File: src/hw/rtl/frl_pkg.sv
// ----------------------------------------------------------------------------
// frl_pkg
// shared widths, defaults and item types of the recent id list
// ----------------------------------------------------------------------------
package frl_pkg;

    localparam int IDENT_W         = 32;
    localparam int COUNT_W         = 5;
    localparam int CFG_W           = 5;
    localparam int DEPTH_DEFAULT   = 16;
    localparam int ID_BITS_DEFAULT = 32;

    localparam logic [CFG_W-1:0] CAP_RESET = 5'd16;

    typedef enum logic
    {
        KIND_PLAIN,
        KIND_END
    } item_kind_t;

    typedef struct packed
    {
        logic [IDENT_W-1:0] ident;
        item_kind_t         kind;
    } frl_item_t;

endpackage

File: src/hw/rtl/frl_channels.sv
// ----------------------------------------------------------------------------
// frl channels
// valid/ready channels for incoming identifiers and dumped entries
// ----------------------------------------------------------------------------
interface frl_in_if;
    import frl_pkg::*;

    logic               valid;
    logic               ready;
    logic [IDENT_W-1:0] ident;
    logic               batch_end;

    modport source
    (
        output valid,
        input  ready,
        output ident,
        output batch_end
    );

    modport sink
    (
        input  valid,
        output ready,
        input  ident,
        input  batch_end
    );
endinterface

interface frl_out_if;
    import frl_pkg::*;

    logic               valid;
    logic               ready;
    logic [IDENT_W-1:0] entry_ident;
    logic [COUNT_W-1:0] stored_count;
    logic               final_entry;

    modport source
    (
        output valid,
        input  ready,
        output entry_ident,
        output stored_count,
        output final_entry
    );

    modport sink
    (
        input  valid,
        output ready,
        input  entry_ident,
        input  stored_count,
        input  final_entry
    );
endinterface

File: src/hw/rtl/frl_front.sv
// ----------------------------------------------------------------------------
// frl_front
// accepts identifier transactions, tags batch ends, queues them for the back
// ----------------------------------------------------------------------------
module frl_front
(
    input  logic              clk,
    input  logic              rst_n,
    frl_in_if.sink            ident_ch,
    output frl_pkg::frl_item_t q_head,
    output logic              q_valid,
    input  logic              q_pop
);
    import frl_pkg::*;

    localparam int QUEUE_DEPTH = 2;
    localparam int PTR_W       = $clog2(QUEUE_DEPTH);
    localparam int CNT_W       = $clog2(QUEUE_DEPTH + 1);

    frl_item_t             entry_reg [QUEUE_DEPTH];
    logic      [PTR_W-1:0] wr_ptr_reg;
    logic      [PTR_W-1:0] wr_ptr_next;
    logic      [PTR_W-1:0] rd_ptr_reg;
    logic      [PTR_W-1:0] rd_ptr_next;
    logic      [CNT_W-1:0] count_reg;
    logic      [CNT_W-1:0] count_next;
    logic                  push;
    frl_item_t             item_new;

    assign ident_ch.ready = (count_reg != CNT_W'(QUEUE_DEPTH));
    assign push           = ident_ch.valid && ident_ch.ready;
    assign q_valid        = (count_reg != '0);
    assign q_head         = entry_reg[rd_ptr_reg];

    // classify the transaction
    always_comb
    begin
        item_new.ident = ident_ch.ident;
        item_new.kind  = ident_ch.batch_end ? KIND_END : KIND_PLAIN;
    end

    always_comb
    begin
        wr_ptr_next = wr_ptr_reg;
        rd_ptr_next = rd_ptr_reg;
        count_next  = count_reg;
        if (push)
        begin
            wr_ptr_next = (wr_ptr_reg == PTR_W'(QUEUE_DEPTH - 1)) ? '0 : wr_ptr_reg + 1'b1;
        end
        if (q_pop)
        begin
            rd_ptr_next = (rd_ptr_reg == PTR_W'(QUEUE_DEPTH - 1)) ? '0 : rd_ptr_reg + 1'b1;
        end
        if (push && !q_pop)
        begin
            count_next = count_reg + 1'b1;
        end
        else if (!push && q_pop)
        begin
            count_next = count_reg - 1'b1;
        end
    end

    always_ff @(posedge clk or negedge rst_n)
    begin
        if (!rst_n)
        begin
            wr_ptr_reg <= '0;
            rd_ptr_reg <= '0;
            count_reg  <= '0;
        end
        else
        begin
            wr_ptr_reg <= wr_ptr_next;
            rd_ptr_reg <= rd_ptr_next;
            count_reg  <= count_next;
        end
    end

    always_ff @(posedge clk)
    begin
        if (push)
        begin
            entry_reg[wr_ptr_reg] <= item_new;
        end
    end

endmodule

File: src/hw/rtl/frl_back.sv
// ----------------------------------------------------------------------------
// frl_back
// applies queued identifiers to the shift list and dumps it on batch end
// ----------------------------------------------------------------------------
module frl_back
#(
    parameter int DEPTH   = frl_pkg::DEPTH_DEFAULT,
    parameter int ID_BITS = frl_pkg::ID_BITS_DEFAULT
)
(
    input  logic                      clk,
    input  logic                      rst_n,
    input  logic                      cfg_we,
    input  logic [frl_pkg::CFG_W-1:0] cfg_wdata,
    input  frl_pkg::frl_item_t        q_head,
    input  logic                      q_valid,
    output logic                      q_pop,
    frl_out_if.source                 result_ch
);
    import frl_pkg::*;

    localparam int CW = ($clog2(DEPTH + 1) > CFG_W) ? $clog2(DEPTH + 1) : CFG_W;

    typedef enum logic
    {
        ST_IDLE,
        ST_DUMP
    } state_t;

    state_t               state_reg;
    state_t               state_next;
    logic [CW-1:0]        fill_reg;
    logic [CW-1:0]        fill_next;
    logic [CW-1:0]        remain_reg;
    logic [CW-1:0]        remain_next;
    logic [CW-1:0]        count_reg;
    logic [CW-1:0]        count_next;
    logic [CFG_W-1:0]     cap_reg;
    logic [CFG_W-1:0]     cap_next;
    logic [ID_BITS-1:0]   slots_reg  [DEPTH];
    logic [ID_BITS-1:0]   slots_next [DEPTH];
    logic                 out_valid_reg;
    logic                 out_valid_next;
    logic [IDENT_W-1:0]   out_ident_reg;
    logic [IDENT_W-1:0]   out_ident_next;
    logic [COUNT_W-1:0]   out_count_reg;
    logic [COUNT_W-1:0]   out_count_next;
    logic                 out_final_reg;
    logic                 out_final_next;

    logic [ID_BITS-1:0]   id_cur;
    logic                 hit;
    logic [CW-1:0]        cap_ext;
    logic [CW-1:0]        cap_eff;
    logic [CW-1:0]        keep;
    logic [CW-1:0]        new_fill;
    logic [63:0]          head_wide;
    logic                 do_load;
    logic                 out_take;

    assign id_cur    = ID_BITS'(q_head.ident);
    assign q_pop     = (state_reg == ST_IDLE) && q_valid;
    assign out_take  = out_valid_reg && result_ch.ready;
    assign do_load   = (state_reg == ST_DUMP) && (!out_valid_reg || result_ch.ready);
    assign head_wide = 64'(slots_reg[0]);

    assign result_ch.valid        = out_valid_reg;
    assign result_ch.entry_ident  = out_ident_reg;
    assign result_ch.stored_count = out_count_reg;
    assign result_ch.final_entry  = out_final_reg;

    // compare against every held slot
    always_comb
    begin
        hit = 1'b0;
        for (int i = 0; i < DEPTH; i++)
        begin
            if ((CW'(i) < fill_reg) && (slots_reg[i] == id_cur))
            begin
                hit = 1'b1;
            end
        end
    end

    // zero counts as one, saturate to depth
    always_comb
    begin
        cap_ext = CW'(cap_reg);
        if (cap_ext == '0)
        begin
            cap_eff = CW'(1);
        end
        else if (cap_ext > CW'(DEPTH))
        begin
            cap_eff = CW'(DEPTH);
        end
        else
        begin
            cap_eff = cap_ext;
        end
        keep     = (fill_reg >= cap_eff) ? cap_eff - CW'(1) : fill_reg;
        new_fill = hit ? fill_reg : keep + CW'(1);
    end

    always_comb
    begin
        state_next     = state_reg;
        fill_next      = fill_reg;
        remain_next    = remain_reg;
        count_next     = count_reg;
        cap_next       = cfg_we ? cfg_wdata : cap_reg;
        out_valid_next = out_valid_reg && !out_take;
        out_ident_next = out_ident_reg;
        out_count_next = out_count_reg;
        out_final_next = out_final_reg;
        for (int i = 0; i < DEPTH; i++)
        begin
            slots_next[i] = slots_reg[i];
        end

        if (q_pop)
        begin
            fill_next = new_fill;
            if (!hit)
            begin
                slots_next[0] = id_cur;
                for (int i = 1; i < DEPTH; i++)
                begin
                    slots_next[i] = slots_reg[i-1];
                end
            end
            if (q_head.kind == KIND_END)
            begin
                state_next  = ST_DUMP;
                remain_next = new_fill;
                count_next  = new_fill;
            end
        end

        // dump newest first by shifting toward the head
        if (do_load)
        begin
            out_valid_next = 1'b1;
            out_ident_next = head_wide[IDENT_W-1:0];
            out_count_next = count_reg[COUNT_W-1:0];
            out_final_next = (remain_reg == CW'(1));
            for (int i = 0; i < DEPTH - 1; i++)
            begin
                slots_next[i] = slots_reg[i+1];
            end
            remain_next = remain_reg - CW'(1);
            if (remain_reg == CW'(1))
            begin
                state_next = ST_IDLE;
                fill_next  = '0;
            end
        end
    end

    always_ff @(posedge clk or negedge rst_n)
    begin
        if (!rst_n)
        begin
            state_reg     <= ST_IDLE;
            fill_reg      <= '0;
            remain_reg    <= '0;
            count_reg     <= '0;
            cap_reg       <= CAP_RESET;
            out_valid_reg <= 1'b0;
            out_ident_reg <= '0;
            out_count_reg <= '0;
            out_final_reg <= 1'b0;
        end
        else
        begin
            state_reg     <= state_next;
            fill_reg      <= fill_next;
            remain_reg    <= remain_next;
            count_reg     <= count_next;
            cap_reg       <= cap_next;
            out_valid_reg <= out_valid_next;
            out_ident_reg <= out_ident_next;
            out_count_reg <= out_count_next;
            out_final_reg <= out_final_next;
        end
    end

    always_ff @(posedge clk)
    begin
        for (int i = 0; i < DEPTH; i++)
        begin
            slots_reg[i] <= slots_next[i];
        end
    end

endmodule

File: src/hw/rtl/fifo_recent_id_list_top.sv
// ----------------------------------------------------------------------------
// fifo_recent_id_list_top
// path: a taken batch end passes the front queue, the dump state and the
// output register; a dump gives one entry per cycle while the sink keeps up
// throughput: one identifier per cycle while no dump runs, set by the
// combinational slot compare and shift; a dump holds the back to its end
// reset: list empty, capacity 16, both channels idle
// ----------------------------------------------------------------------------
module fifo_recent_id_list_top
#(
    parameter int DEPTH   = frl_pkg::DEPTH_DEFAULT,
    parameter int ID_BITS = frl_pkg::ID_BITS_DEFAULT
)
(
    input  logic                      clk,
    input  logic                      rst_n,
    frl_in_if.sink                    ident_ch,
    frl_out_if.source                 result_ch,
    input  logic                      cfg_we,
    input  logic [frl_pkg::CFG_W-1:0] cfg_wdata
);
    import frl_pkg::*;

    frl_item_t q_head;
    logic      q_valid;
    logic      q_pop;

    frl_front u_front
    (
        .clk      (clk),
        .rst_n    (rst_n),
        .ident_ch (ident_ch),
        .q_head   (q_head),
        .q_valid  (q_valid),
        .q_pop    (q_pop)
    );

    frl_back
    #(
        .DEPTH   (DEPTH),
        .ID_BITS (ID_BITS)
    )
    u_back
    (
        .clk       (clk),
        .rst_n     (rst_n),
        .cfg_we    (cfg_we),
        .cfg_wdata (cfg_wdata),
        .q_head    (q_head),
        .q_valid   (q_valid),
        .q_pop     (q_pop),
        .result_ch (result_ch)
    );

endmodule

File: src/flat_wrapper.sv
// flat-port wrapper written by rule: the top's interface ports become plain ports
module fifo_recent_id_list_top_flat import frl_pkg::*;
#(
    parameter int DEPTH   = frl_pkg::DEPTH_DEFAULT,
    parameter int ID_BITS = frl_pkg::ID_BITS_DEFAULT
)
  (clk, rst_n, cfg_we, cfg_wdata, ident_ch_valid, ident_ch_ready, ident_ch_ident, ident_ch_batch_end, result_ch_valid, result_ch_ready, result_ch_entry_ident, result_ch_stored_count, result_ch_final_entry);
  frl_in_if ident_ch_i ();
  frl_out_if result_ch_i ();
  input  logic clk;
  input  logic rst_n;
  input  logic cfg_we;
  input  logic [frl_pkg::CFG_W-1:0] cfg_wdata;
  input wire logic [$bits(ident_ch_i.valid)-1:0] ident_ch_valid;
  output wire logic [$bits(ident_ch_i.ready)-1:0] ident_ch_ready;
  input wire logic [$bits(ident_ch_i.ident)-1:0] ident_ch_ident;
  input wire logic [$bits(ident_ch_i.batch_end)-1:0] ident_ch_batch_end;
  output wire logic [$bits(result_ch_i.valid)-1:0] result_ch_valid;
  input wire logic [$bits(result_ch_i.ready)-1:0] result_ch_ready;
  output wire logic [$bits(result_ch_i.entry_ident)-1:0] result_ch_entry_ident;
  output wire logic [$bits(result_ch_i.stored_count)-1:0] result_ch_stored_count;
  output wire logic [$bits(result_ch_i.final_entry)-1:0] result_ch_final_entry;
  assign ident_ch_i.valid = ident_ch_valid;
  assign ident_ch_ready = ident_ch_i.ready;
  assign ident_ch_i.ident = ident_ch_ident;
  assign ident_ch_i.batch_end = ident_ch_batch_end;
  assign result_ch_valid = result_ch_i.valid;
  assign result_ch_i.ready = result_ch_ready;
  assign result_ch_entry_ident = result_ch_i.entry_ident;
  assign result_ch_stored_count = result_ch_i.stored_count;
  assign result_ch_final_entry = result_ch_i.final_entry;
  fifo_recent_id_list_top #(.DEPTH(DEPTH), .ID_BITS(ID_BITS)) u_core (.clk(clk), .rst_n(rst_n), .ident_ch(ident_ch_i), .result_ch(result_ch_i), .cfg_we(cfg_we), .cfg_wdata(cfg_wdata));
endmodule
File: config.mk
export PLATFORM = sky130hd
export DESIGN_NAME = fifo_recent_id_list_top_flat
export DESIGN_NICKNAME = d
export VERILOG_FILES = /design/src/hw/rtl/frl_pkg.sv /design/src/hw/rtl/frl_channels.sv /design/src/hw/rtl/frl_front.sv /design/src/hw/rtl/frl_back.sv /design/src/hw/rtl/fifo_recent_id_list_top.sv /design/src/flat_wrapper.sv
export SDC_FILE = /design/constraint.sdc
export NUM_CORES = 1
export LEC_CHECK = 0
export ABC_CLOCK_PERIOD_IN_PS = 16700
export BUFFER_PORTS_ARGS = -buffer_cell sky130_fd_sc_hd__buf_2
export CORE_MARGIN = 2
export CORE_UTILIZATION = 40
export DETAILED_ROUTE_END_ITERATION = 8
export GPL_TIMING_DRIVEN = 0
export SYNTH_ARGS = -nofsm -noshare
export SYNTH_HDL_FRONTEND = slang
export SYNTH_SLANG_ARGS = --single-unit
File: constraint.sdc
create_clock -name clk -period 16.7 [get_ports clk]
set_input_delay 1.67 -clock clk [delete_from_list [all_inputs] [get_ports clk]]
set_output_delay 1.67 -clock clk [all_outputs]
set_load 0.03 [all_outputs]
After elaboration in Yosys (flattened, before gate mapping)
Memory sizes are Yosys's and may differ from the RTL's.
Index checks and enable logic that the tools add are counted.
{"block": "totals", "memories": 2, "word_cells": 134, "register_bits": 64, "input_bits": 43, "out_inout_bits": 40, "mem_bits_rw": 578}
{"name": "u_core.u_back.slots_reg", "depth": 16, "word_bits": 32, "read_ports": 16, "rd_ports_with_merged_regs": 0, "wr": 16, "line": "frl_back.sv:40", "text": "logic [ID_BITS-1:0] slots_reg [DEPTH];"}
{"name": "u_core.u_front.entry_reg", "depth": 2, "word_bits": 33, "read_ports": 1, "rd_ports_with_merged_regs": 0, "wr": 1, "line": "frl_front.sv:20", "text": "frl_item_t entry_reg [QUEUE_DEPTH];"}
{"block": "classes", "n_reduce_logical": 35, "mux": 41, "bitwise": 1, "n_lt_le_gt_ge": 18, "n_eq_ne": 18, "add_sub_neg": 7}
{"op": "512-bit 2-to-1 mux", "n": 2}
{"op": "32-bit == test", "n": 16}
{"op": "480-bit 2-to-1 mux", "n": 1}
{"op": "5-bit 2-to-1 mux", "n": 10}
{"op": "4-bit by 5-bit < comparator with 1-bit output, first input constant", "n": 8}
{"op": "1-bit 2-to-1 mux", "n": 26}
{"op": "1-bit logical AND", "n": 23}
{"op": "3-bit by 5-bit < comparator with 1-bit output, first input constant", "n": 4}
{"op": "1-bit by 5-bit < comparator with 1-bit output, first input constant", "n": 2}
{"op": "2-bit by 5-bit < comparator with 1-bit output, first input constant", "n": 2}
{"op": "5-bit by 1-bit subtractor with 5-bit output, second input constant", "n": 2}
{"op": "2-bit nonzero test", "n": 4}
{"op": "5-bit by 1-bit adder with 5-bit output, second input constant", "n": 1}
{"op": "5-bit by 1-bit == test with 1-bit output, second input constant", "n": 1}
{"op": "5-bit >= comparator", "n": 1}
{"op": "5-bit greater-than comparator, second input constant", "n": 1}
{"op": "5-bit zero test", "n": 1}
{"op": "1-bit zero test", "n": 4}
{"op": "2-bit 2-to-1 mux", "n": 2}
{"op": "2-bit AND reduction", "n": 2}
{"op": "1-bit adder, second input constant", "n": 2}
{"op": "2-bit by 1-bit adder with 2-bit output, second input constant", "n": 1}
{"op": "2-bit != test, second input constant", "n": 1}
{"op": "2-bit by 1-bit subtractor with 2-bit output, second input constant", "n": 1}
{"op": "2 further kinds", "n": 2}

Logic depth before layout (Yosys ltp)
An unclocked memory read counts as a cell.
{"block": "depth", "word_depth": 23, "mapped_depth": 21, "mapped_depth_nobuf": 20}

Hierarchy
A second synthesis with hierarchy kept.
{"block": "unflattened", "hier_cells": 2317, "hier_area_um2": 32222.2}
{"module": "frl_back", "instances": 1, "cells_each": 2196, "area_each_um2": 29494.5}
{"module": "frl_front", "instances": 1, "cells_each": 121, "area_each_um2": 2727.6}

Worst setup path after synthesis
No wires, ideal clock.
{"block": "synth_timing", "path_kind": "register to register", "start": "reg u_core.u_front.rd_ptr_reg (netlist name)", "end": "mem u_core.u_back.slots_reg[0][0] in the netlist's numbering, enable pin", "setup_ns": 3.443, "synth_period_minus_slack_ns": 13.985, "slack_ns": 2.715, "t_arrival_ns": 10.542, "path_stages_with_launch": 14, "cell_sequence": "dfrtp_1 buf_6 buf_8 mux2i_4 buf_6 xor2_1 nand4_1 a311o_1 nor3_2 nor3_1 o22a_2 nand3_2 clkbuf_1 nand2_1"}
{"element": "to (decl)", "line": "frl_back.sv:40"}

==> impl_table.tex <==
\begin{tabular}{lr}
\hline
Metric & Value \\
\hline
\multicolumn{2}{l}{\textbf{Setup path}} \\
Worst setup EP type & flop \\
Classification of the worst setup path & flop to flop \\
Required time of the critical path & 17020 ps \\
Worst endpoint data arrival time & 7260 ps \\
Setup crit start kind & flop \\
Worst R2R Setup Slack & 9760 ps \\
Reg2reg path depth & 17 \\
Highest fanout seen on the critical path & 67 \\
\multicolumn{2}{l}{\textbf{Clock network}} \\
Number of buffers on the longest clock path & 3 \\
Clock tree from TritonCTS & yes \\
TritonCTS sink count & 642 \\
Cell at the root of the clock tree & sky130\_fd\_sc\_hd\_\_clkbuf\_16 \\
Number of clock buffers inserted by TritonCTS & 75 \\
H-tree levels & 3 \\
CTS resizes & 0 \\
Insertion delay of the later-clocked pin in the worst-skew pair & 620 ps \\
Register clock-pin slew on the reported worst setup and hold paths & 60 ps \\
Post-CTS setup repair buffer count & 0 \\
Number of hold buffers added after CTS & 0 \\
\multicolumn{2}{l}{\textbf{Global route}} \\
Number of global-route vias before repair & 23.0k \\
Pin count of the biggest net entering global routing & 68 \\
Number of antenna violations at the first check in global routing & 2 \\
Gr usage total & 30.1\% \\
Wire length of the first global-routing pass & 181000 um \\
GRT Residual Overflow & 0 \\
\multicolumn{2}{l}{\textbf{Min path}} \\
Worst Hold Depth & 2 \\
Worst hold path type & flop to flop \\
\multicolumn{2}{l}{\textbf{Place}} \\
Number of port buffers & 81 \\
Total instance count after detailed placement & 3663 \\
Half-perimeter wire length after placement & 102000 um \\
Routability congestion estimate from global placement & 1.04 \\
Area after DPL & 35100 sq um \\
\multicolumn{2}{l}{\textbf{Layout}} \\
Final Instance Area & 37700 sq um \\
Final cell count without fillers & 3801 \\
Fin nets & 2724 \\
Area delta synth->final & 13.8\% \\
Most common cell after layout, fill and taps aside & sky130\_fd\_sc\_hd\_\_edfxtp\_1 \\
Commonest cells after routing, fill and taps aside & sky130\_fd\_sc\_hd\_\_edfxtp\_1 (578), sky130\_fd\_sc\_hd\_\_xnor2\_1 (511), sky130\_fd\_sc\_hd\_\_a22o\_1 (448) \\
Fraction of final layout cells with drive strength greater than 1 & 12.3\% \\
Number of flip-flops in the largest register & 512 \\
\multicolumn{2}{l}{\textbf{Run status}} \\
Result of the run & finished, final reports clean \\
\multicolumn{2}{l}{\textbf{Route}} \\
Number of remaining DRC errors & 0 \\
Number of vias per cell after detailed routing & 6.35 \\
Router iterations before antenna repair & 5 \\
Routed wire per std cell & 34.3 um \\
Count of antenna-violating nets left after detailed routing & 0 \\
Total wirelength of the detailed-routed design & 130000 um \\
Via count & 24.1k \\
Starting DRT DRC Count & 3461 \\
\multicolumn{2}{l}{\textbf{Floorplan}} \\
Area enclosed by the die boundary & 85100 sq um \\
Die Span Y & 292 um \\
Number of placement rows & 105 \\
I/O pin total & 83 \\
Die Span X & 292 um \\
Starting density of the core & 40.4\% \\
Core ar. & 82000 sq um \\
\multicolumn{2}{l}{\textbf{Timing}} \\
Max Freq & 0.144 GHz \\
Skew final & 26.8 ps \\
Worst Max-Slew Pin Slew & 1280 ps \\
Final period utilization & 41.5\% \\
Slew Limit Fails & 0 \\
Final setup viols & 0 \\
Slew margin rel. & 15.0\% \\
Post-layout min period & 6940 ps \\
Final count of hold timing violations & 0 \\
Setup repair after global routing missed its margin & no \\
\multicolumn{2}{l}{\textbf{Pwr}} \\
VDD IR-drop max & 101 uV \\
Pleak & 12.8 nW \\
Power per unit of standard cell area & 265 nW/um\^{}2 \\
\multicolumn{2}{l}{\textbf{Yosys}} \\
Synth Area per Inst & 13.2 sq um \\
Count of state elements after synthesis & 642 \\
Area of the mapped netlist & 33100 sq um \\
Synthesized Nets & 2553 \\
Synth Warn \# & 0 \\
Post-synthesis sequential area ratio & 57.3\% \\
Async SR Flop Fraction & 9.97\% \\
Number of enable-type register cells in the synthesized netlist & 578 \\
Cell count after synthesis & 2500 \\
Post-synth top flop & sky130\_fd\_sc\_hd\_\_edfxtp\_1 \\
Number of distinct library cells after synthesis & 58 \\
\multicolumn{2}{l}{\textbf{Flow run}} \\
Max-capacitance violation count & 0 \\
\hline
\end{tabular}
[kinds of logic after synthesis]
group           Yosys count  synth area share (%)
compound gates          535                  13.4
xor+xnor                522                  13.8
fa+ha+maj                10                 0.378
buf+inv                 175                  3.85
flops                   642                  57.3
mux                      44                  2.55
simple gates            572                  8.70
[critical path, stage by stage, from the launching register on]
cell,delay [ps]
sky130_fd_sc_hd__dfrtp_1,330
sky130_fd_sc_hd__buf_6,210
sky130_fd_sc_hd__buf_8,250
sky130_fd_sc_hd__mux2i_4,600
sky130_fd_sc_hd__xnor2_1,430
sky130_fd_sc_hd__nor4_1,490
sky130_fd_sc_hd__nand3_1,200
sky130_fd_sc_hd__nor4_1,970
sky130_fd_sc_hd__nor4_1,330
sky130_fd_sc_hd__and3_1,330
sky130_fd_sc_hd__buf_2,190
sky130_fd_sc_hd__nand3_2,190
sky130_fd_sc_hd__clkbuf_1,470
sky130_fd_sc_hd__nand2_4,290
sky130_fd_sc_hd__buf_16,320
sky130_fd_sc_hd__buf_16,280
sky130_fd_sc_hd__buf_16,270
sky130_fd_sc_hd__buf_16,290
[power by group]
part,switching (mW),leakage (nW),internal [mW],total [mW]
sequential,0.864,6.62,2.79,3.65
combinational,3.03,4.95,1.60,4.63
clock,0.699,1.23,1.01,1.71
total,4.60,12.8,5.40,9.99
[through the flow]
stage | hold slack [ps] | util [%] | total power, mW | TNS [ps] | setup WS (ps)
detailed placement | 458 | 42.9 | 8.03 | 0 | 10040
global route | 499 | 46.0 | 10.3 | 0 | 9690
CTS | 473 | 46.0 | 9.78 | 0 | 9990
floorplan | 439 | - | 6.32 | 0 | 2710
global placement | 454 | 42.5 | 8.38 | -2238210 | -4770
finish | 470 | 46.0 | 9.99 | 0 | 9760
[area by class of cell]
cell class	count	area (sq um)
well taps	1070	1340
inverters	12	47.5
diodes	1	2.50
clock buffers	98	2130
fillers	7455	44300
repair buffers	94	691
flip-flops and latches	642	19000
multi-input cells	1683	12900
plain buffers	163	1230
clock inverters	38	402
[synth_stat cells (all sizes together) (2+ instances only)]
cell	n	share of area, %
nand3b	2	0.045
edfxtp	578	52
nand3	35	0.54
dfrtp	63	4.8
nor4	177	3.3
nand2b	4	0.076
o31ai	2	0.045
or2	2	0.038
inv	12	0.14
xor2	11	0.29
nand4	37	0.70
nand4b	3	0.079
and3	3	0.057
buf	94	2.9
a21oi	14	0.21
and2	2	0.038
a31oi	5	0.094
and4	2	0.053
mux2	3	0.10
ha	10	0.38
o32ai	2	0.053
o211ai	2	0.045
a211oi	2	0.045
nor2	72	0.82
a22o	448	12
mux2i	41	2.4
o22ai	2	0.038
xnor2	511	14
nand2	181	2.1
a21o	5	0.11
or3	3	0.057
o21ai	42	0.63
clkbuf	69	0.78
or4	2	0.045
nor3	45	0.70
[routing by layer]
layer  vias to the layer above  global-route usage [%]  wire length, um  share of wire (%)
met2                      1523                    40.5            52000                 40
met4                         0                    5.33             1900                1.5
li1                      10011                       -                -                  -
met1                     12475                    45.9            59200                 45
met5                         -                       0                0                  0
met3                       115                    11.2            17300                 13
[final timing paths]
path                                                    startpoint                                      end
hold reg to reg            u_core.u_back.result_ch.entry_ident[20]  u_core.u_back.result_ch.entry_ident[20]
min in group asynchronous                                    rst_n  u_core.u_back.result_ch.entry_ident[31]
hold / removal             u_core.u_back.result_ch.entry_ident[20]  u_core.u_back.result_ch.entry_ident[20]
setup reg to reg                         u_core.u_front.rd_ptr_reg          u_core.u_back.slots_reg[1][116]
setup / recovery                         u_core.u_front.rd_ptr_reg          u_core.u_back.slots_reg[1][116]
max in group asynchronous                                    rst_n                 u_core.u_back.cap_ext[4]
No activity file was read; power rests on OpenSTA's default activity.
